`src/hdl/fpsrs_pkg.sv`:
```
// Shared types and constants for the Fenwick point-set / range-sum block.
// No dependencies; every other file in hdl/ imports this package.
package fpsrs_pkg;

    localparam int POS_W    = 11;
    localparam int VAL_W    = 32;
    localparam int SUM_W    = 64;
    localparam int STATUS_W = 2;

    localparam logic [POS_W-1:0] SIZE_RESET = 11'd1024;

    localparam logic ACT_SET   = 1'b0;
    localparam logic ACT_QUERY = 1'b1;

    localparam logic [STATUS_W-1:0] STATUS_SET   = 2'd0;
    localparam logic [STATUS_W-1:0] STATUS_QUERY = 2'd1;
    localparam logic [STATUS_W-1:0] STATUS_ERROR = 2'd2;

    typedef enum logic [2:0] {
        ST_CLEAR,
        ST_IDLE,
        ST_VAL_RD,
        ST_DELTA,
        ST_WALK,
        ST_DRAIN,
        ST_DONE
    } state_t;

    typedef enum logic [1:0] {
        OP_NONE,
        OP_TREE_UPD,
        OP_ACC_ADD,
        OP_ACC_SUB
    } tree_op_t;

    // Sequencer to datapath command bundle
    typedef struct packed {
        logic     clr;
        logic     capture;
        logic     val_rd;
        logic     delta;
        logic     tree_rd;
        tree_op_t op;
        logic     acc_clr;
    } dp_ctl_t;

endpackage

```
`src/hdl/fpsrs_ctrl.sv`:
```
// Sequencer: clearing pass, range checks, set and query tree walks.
// Drives fpsrs_dp through a dp_ctl_t bundle. Depends on fpsrs_pkg.
module fpsrs_ctrl
    import fpsrs_pkg::*;
#(
    parameter int unsigned DEPTH = 1024
)
(
    input  logic                     clk,
    input  logic                     rst_n,
    input  logic                     cfg_we,
    input  logic [POS_W-1:0]         cfg_wdata,
    input  logic                     in_valid,
    output logic                     in_ready,
    input  logic                     in_action,
    input  logic [POS_W-1:0]         in_pos,
    input  logic [POS_W-1:0]         in_last,
    input  logic                     out_free,
    output logic                     done,
    output logic [STATUS_W-1:0]      done_status,
    output dp_ctl_t                  ctl,
    output logic [$clog2(DEPTH)-1:0] addr
);

    localparam int A_W    = $clog2(DEPTH);
    localparam int WALK_W = $clog2(2 * DEPTH + 1);
    localparam int P_W    = (WALK_W > POS_W) ? WALK_W : POS_W;
    localparam logic [P_W-1:0] DEPTH_P  = P_W'(DEPTH);
    localparam logic [A_W-1:0] LAST_ADR = A_W'(DEPTH - 1);

    state_t              state_reg,  state_next;
    logic [P_W-1:0]      ptr_reg,    ptr_next;
    logic [P_W-1:0]      first_reg,  first_next;
    logic                phase_reg,  phase_next;
    logic [STATUS_W-1:0] status_reg, status_next;
    logic [A_W-1:0]      clr_cnt_reg, clr_cnt_next;
    logic [POS_W-1:0]    size_reg;

    logic [P_W-1:0] size_ext;
    logic [P_W-1:0] used;
    logic [P_W-1:0] pos_ext;
    logic [P_W-1:0] last_ext;
    logic           pos_ok;
    logic           last_ok;
    logic [P_W-1:0] low;
    logic [P_W-1:0] ptr_up;
    logic [P_W-1:0] ptr_dn;
    logic           accept;

    assign size_ext = P_W'(size_reg);
    assign used     = (size_ext > DEPTH_P) ? DEPTH_P : size_ext;
    assign pos_ext  = P_W'(in_pos);
    assign last_ext = P_W'(in_last);
    assign pos_ok   = (pos_ext != '0) && (pos_ext <= used);
    assign last_ok  = (last_ext != '0) && (last_ext <= used);
    assign low      = ptr_reg & (~ptr_reg + P_W'(1));
    assign ptr_up   = ptr_reg + low;
    assign ptr_dn   = ptr_reg - low;
    assign accept   = in_valid && in_ready;

    always_comb
    begin
        state_next   = state_reg;
        ptr_next     = ptr_reg;
        first_next   = first_reg;
        phase_next   = phase_reg;
        status_next  = status_reg;
        clr_cnt_next = clr_cnt_reg;
        in_ready     = 1'b0;
        done         = 1'b0;
        ctl          = '0;
        ctl.op       = OP_NONE;
        addr         = A_W'(ptr_reg - P_W'(1));

        case (state_reg)
            ST_CLEAR:
            begin
                ctl.clr      = 1'b1;
                addr         = clr_cnt_reg;
                clr_cnt_next = clr_cnt_reg + A_W'(1);
                if (clr_cnt_reg == LAST_ADR)
                    state_next = ST_IDLE;
            end
            ST_IDLE:
            begin
                in_ready = 1'b1;
                if (in_valid)
                begin
                    if (in_action == ACT_SET)
                    begin
                        ctl.capture = 1'b1;
                        ptr_next    = pos_ext;
                        if (pos_ok)
                        begin
                            status_next = STATUS_SET;
                            state_next  = ST_VAL_RD;
                        end
                        else
                        begin
                            status_next = STATUS_ERROR;
                            state_next  = ST_DONE;
                        end
                    end
                    else
                    begin
                        ctl.acc_clr = 1'b1;
                        ptr_next    = last_ext;
                        first_next  = pos_ext - P_W'(1);
                        phase_next  = 1'b0;
                        if (pos_ok && last_ok)
                        begin
                            status_next = STATUS_QUERY;
                            state_next  = ST_WALK;
                        end
                        else
                        begin
                            status_next = STATUS_ERROR;
                            state_next  = ST_DONE;
                        end
                    end
                end
            end
            ST_VAL_RD:
            begin
                ctl.val_rd = 1'b1;
                state_next = ST_DELTA;
            end
            ST_DELTA:
            begin
                ctl.delta  = 1'b1;
                state_next = ST_WALK;
            end
            ST_WALK:
            begin
                ctl.tree_rd = 1'b1;
                if (status_reg == STATUS_SET)
                begin
                    // climb by lowest set bit up to the full depth
                    ctl.op = OP_TREE_UPD;
                    if (ptr_up > DEPTH_P)
                        state_next = ST_DRAIN;
                    else
                        ptr_next = ptr_up;
                end
                else
                begin
                    ctl.op = phase_reg ? OP_ACC_SUB : OP_ACC_ADD;
                    if (ptr_dn != '0)
                        ptr_next = ptr_dn;
                    else if (!phase_reg && first_reg != '0)
                    begin
                        phase_next = 1'b1;
                        ptr_next   = first_reg;
                    end
                    else
                        state_next = ST_DRAIN;
                end
            end
            ST_DRAIN:
            begin
                state_next = ST_DONE;
            end
            ST_DONE:
            begin
                done = 1'b1;
                if (out_free)
                    state_next = ST_IDLE;
            end
            default:
            begin
                state_next = ST_IDLE;
            end
        endcase
    end

    assign done_status = status_reg;

    always_ff @(posedge clk or negedge rst_n)
    begin
        if (!rst_n)
        begin
            state_reg   <= ST_CLEAR;
            clr_cnt_reg <= '0;
            size_reg    <= SIZE_RESET;
            status_reg  <= STATUS_SET;
            phase_reg   <= 1'b0;
        end
        else
        begin
            state_reg   <= state_next;
            clr_cnt_reg <= clr_cnt_next;
            status_reg  <= status_next;
            phase_reg   <= phase_next;
            if (cfg_we)
                size_reg <= cfg_wdata;
        end
    end

    always_ff @(posedge clk)
    begin
        ptr_reg   <= ptr_next;
        first_reg <= first_next;
    end

`ifndef SYNTHESIS
    a_walk_ptr_range: assert property (@(posedge clk) disable iff (!rst_n)
        state_reg == ST_WALK |-> (ptr_reg != '0 && ptr_reg <= DEPTH_P))
        else $error("tree walk pointer outside the stored nodes");

    a_busy_after_accept: assert property (@(posedge clk) disable iff (!rst_n)
        accept |=> !in_ready)
        else $error("input taken again before the item finished");

    a_walk_not_error: assert property (@(posedge clk) disable iff (!rst_n)
        state_reg == ST_WALK |-> status_reg != STATUS_ERROR)
        else $error("tree walk started for an out-of-range item");

    a_clear_runs: assert property (@(posedge clk) disable iff (!rst_n)
        (state_reg == ST_CLEAR && clr_cnt_reg != LAST_ADR) |=> state_reg == ST_CLEAR)
        else $error("clearing pass left early");
`endif

endmodule

```
`config.mk`:
```
export PLATFORM = sky130hd
export DESIGN_NAME = fpsrs_ctrl
export DESIGN_NICKNAME = d
export VERILOG_FILES = /design/src/hdl/fpsrs_pkg.sv /design/src/hdl/fpsrs_ctrl.sv
export SDC_FILE = /design/constraint.sdc
export NUM_CORES = 1
export LEC_CHECK = 0
export BUFFER_PORTS_ARGS = -buffer_cell sky130_fd_sc_hd__buf_2
export CAP_MARGIN = 20
export CELL_PAD_IN_SITES_DETAIL_PLACEMENT = 1
export CELL_PAD_IN_SITES_GLOBAL_PLACEMENT = 1
export CORE_MARGIN = 2
export CORE_UTILIZATION = 40
export CTS_CLUSTER_DIAMETER = 200
export DETAILED_ROUTE_END_ITERATION = 16
export GPL_TIMING_DRIVEN = 0
export PLACE_DENSITY = 0.78
export SLEW_MARGIN = 5
export SYNTH_ARGS = -nofsm -noshare
export SYNTH_HDL_FRONTEND = slang
export SYNTH_SLANG_ARGS = --single-unit
```
`constraint.sdc`:
```
create_clock -name clk -period 3.8 [get_ports clk]
set_clock_uncertainty 0.2 [all_clocks]
set_input_delay 0.38 -clock clk [delete_from_list [all_inputs] [get_ports clk]]
set_output_delay 0.38 -clock clk [all_outputs]
set_load 0.1 [all_outputs]
```
==> results.json <==
{
  "dieArea_mm2": 0.01165,
  "synth_area_mm2": 0.004322,
  "dr_total_vias": 4113,
  "min_path_type": "in -> reg",
  "period_minus_slack_ns": 3.686,
  "final_area_mm2": 0.005011,
  "grt_first_pass_wirelength_um": 21820,
  "ir_drop_v": 0.0006751,
  "setup_violations": 0,
  "grt_pass1_vias": 4322,
  "syn_inst": 488,
  "cts_buffer_depth": 2,
  "hold_viol": 0,
  "synth_top_area_share_pct": 16.68,
  "critical_path_arrival_ns": 3.51,
  "wire_per_inst_um": 19.78,
  "worstPathRequired_ns": 3.63,
  "h-tree-depth": 2,
  "avgSynthCellArea_um2": 8.856,
  "finalCritPeriodShare_pct": 97.00,
  "final_util_pct": 48.11,
  "worst_pin_slew_ns": 0.9733,
  "critPathMaxFanout": 10,
  "setup.worst_path.start_class": "register",
  "die_h_um": 107.9,
  "crit_slowest_cell": "edfxtp_1",
  "endpoint_kind": "register",
  "status": "completed",
  "synth-edff-count": 24,
  "root_buffer": "clkbuf_8",
  "detailed_place_hpwl_um": 10980,
  "max_slew_margin_pct": 34.61,
  "synth_seq_area_share_pct": 32.34,
  "rsz0062_at_grt": "no",
  "synthArstFlopShare_pct": 52.94,
  "numPortBuffers": 59,
  "die_w_um": 107.9,
  "clock.fmax_mhz": 271.3,
  "dr.pass1.iters": 4,
  "synth_most_common_cell": "nand2_1",
  "drive_gt1_share_pct": 21.29,
  "layout.nets": 627,
  "boundaryPins": 61,
  "p_per_area_mw_per_mm2": 844.8,
  "cts_tree": "yes",
  "grt_max_degree": 28,
  "synth_top_area_cell": "edfxtp_1",
  "r2r_slack_ns": 0.11,
  "core_mm2": 0.01042,
  "drt_wl_total_um": 13740,
  "ys_warn_count": 0,
  "crit_type": "reg -> reg",
  "overflow": 0,
  "drtAntennaViolNets": 0,
  "slew_violations": 0,
  "synth.distinct_cells": 72,
  "synthFlopType": "dfrtp_1",
  "area_growth_pct": 15.95,
  "cp_cell_sequence": "buf_6 > inv_1 > ha_4 > or3b_4 > o2111a_1 > o21ba_2 > o32a_1 > o21ai_1 > nand2_1 > a21oi_2 > or3_4",
  "p_leak_nw": 2.057,
  "total_power_mw": 4.233,
  "hold_slack_ns": 0.09421,
  "place_congestion": 0.9137,
  "initial_core_util_pct": 41.49,
  "cpPeakStageDelay_ns": 0.46,
  "cts_sinks": 51,
  "numCtsBuffers": 5,
  "route.detailed.drc": 0,
  "synth-seq-cells": 51,
  "syn_nets": 557,
  "antenna_found_initial": 0,
  "path_clk_slew_ns": 0.10,
  "ys_top_cells_by_count": "nand2_1, nor2_1, ha_1",
  "rows": 37,
  "maxCapViolations": 0,
  "clock_latency_ns": 0.31,
  "n_antenna_cell": 0,
  "synth_area_leaders": "edfxtp_1, dfrtp_1, ha_1, nand2_1, o21ai_0",
  "vias_per_cell": 5.918,
  "grt_usage_pct": 23.78,
  "drt_iter0_drc": 146,
  "placed_area_mm2": 0.004788
}
cells in the final DEF (no fill, tap or decap), types with 9 or more instances in the layout:
cell	count
buf_2	60
nand2_1	57
nor2_1	32
ha_1	28
dfrtp_1	26
edfxtp_1	24
a21oi_1	22
o21ai_0	19
inv_1	17
nor3_1	17
clkbuf_1	16
xnor2_1	13
nand3_1	13
xor2_1	13
nand4_1	12
mux2_2	12
mux2i_1	11
o21ai_1	9
o21a_1	9
cell families (layout without fill, tap and decap cells):
family                   count (synthesis)  in the layout  share of synthesized area (%)
AO/OA/AOI/OAI                          127            127                          21.51
multiplexers                            24             24                          5.906
XOR/XNOR                                26             26                          5.269
buffers and inverters                   46            116                          4.488
AND/OR/NAND/NOR                        184            185                          21.80
flip-flops                              51             51                          32.34
adder cells (fa/ha/maj)                 30             30                          8.686
metal layers:
layer	vias up	global-route usage, %	routed length, µm
met4	0	6.777	265
met5	-	0	0
met1	2016	29.69	5866
met2	101	42.77	7114
li1	1979	-	-
met3	17	3.255	499
where the power goes:
| group | total (mW) | internal [mW] | switching, mW |
|---|---|---|---|
| Sequential | 0.878 | 0.757 | 0.122 |
| Combinational | 2.99 | 0.777 | 2.22 |
| Clock | 0.363 | 0.170 | 0.193 |
| Total | 4.23 | 1.70 | 2.53 |
what timing repair did:
item / 4_1_cts / 5_1_grt
gates cloned: 1 / 0
setup buffers: 0 / 4
endpoints found under the hold margin: 26 / 0
hold buffers: 1 / 0
setup endpoints to repair: 23 / 13
pin swaps: 1 / 1
resized for setup: 12 / 9
per-stage QoR:
step / cells / TNS (ns) / setup WS, ns
final: 695 / 0 / 0.1141
after global routing: 695 / 0 / 0.03374
after CTS: 692 / 0 / 0.01444
after detailed placement: 683 / -8.121 / -0.6358
after global placement: 683 / -6.864 / -0.5729
after floorplan: 488 / -0.2498 / -0.2498
final timing paths:
| kind | from | end | cells past startpoint |
|---|---|---|---|
| setup / recovery | ptr_reg[0] | ptr_reg[11] | 11 |
| hold / removal | cfg_wdata[0] | size_reg[0] | 2 |
| setup reg to reg | ptr_reg[0] | ptr_reg[11] | 11 |
| hold reg to reg | size_reg[0] | size_reg[0] | 1 |
| max in group asynchronous | rst_n | size_reg[8] | 2 |
| min in group asynchronous | rst_n | size_reg[1] | 2 |
critical path, delay by kind of cell (launching register included):
family                   cells  cell delay (ns)
AO/OA/AOI/OAI                5             1.35
adder cells (fa/ha/maj)      1             0.21
buffers and inverters        2             0.34
flip-flops                   1             0.46
AND/OR/NAND/NOR              3             0.83
final cells by class:
cell class | instances | area [µm²]
inverter | 20 | 75.07
sequential | 51 | 1398
timing repair buffer | 64 | 335.3
buffer | 24 | 115.1
multi-input combinational | 392 | 2810
fill | 1271 | 5405
tap | 136 | 170.2
clock buffer | 6 | 93.84
clock inverter | 2 | 13.76
No activity file was read; power rests on OpenSTA's default activity.
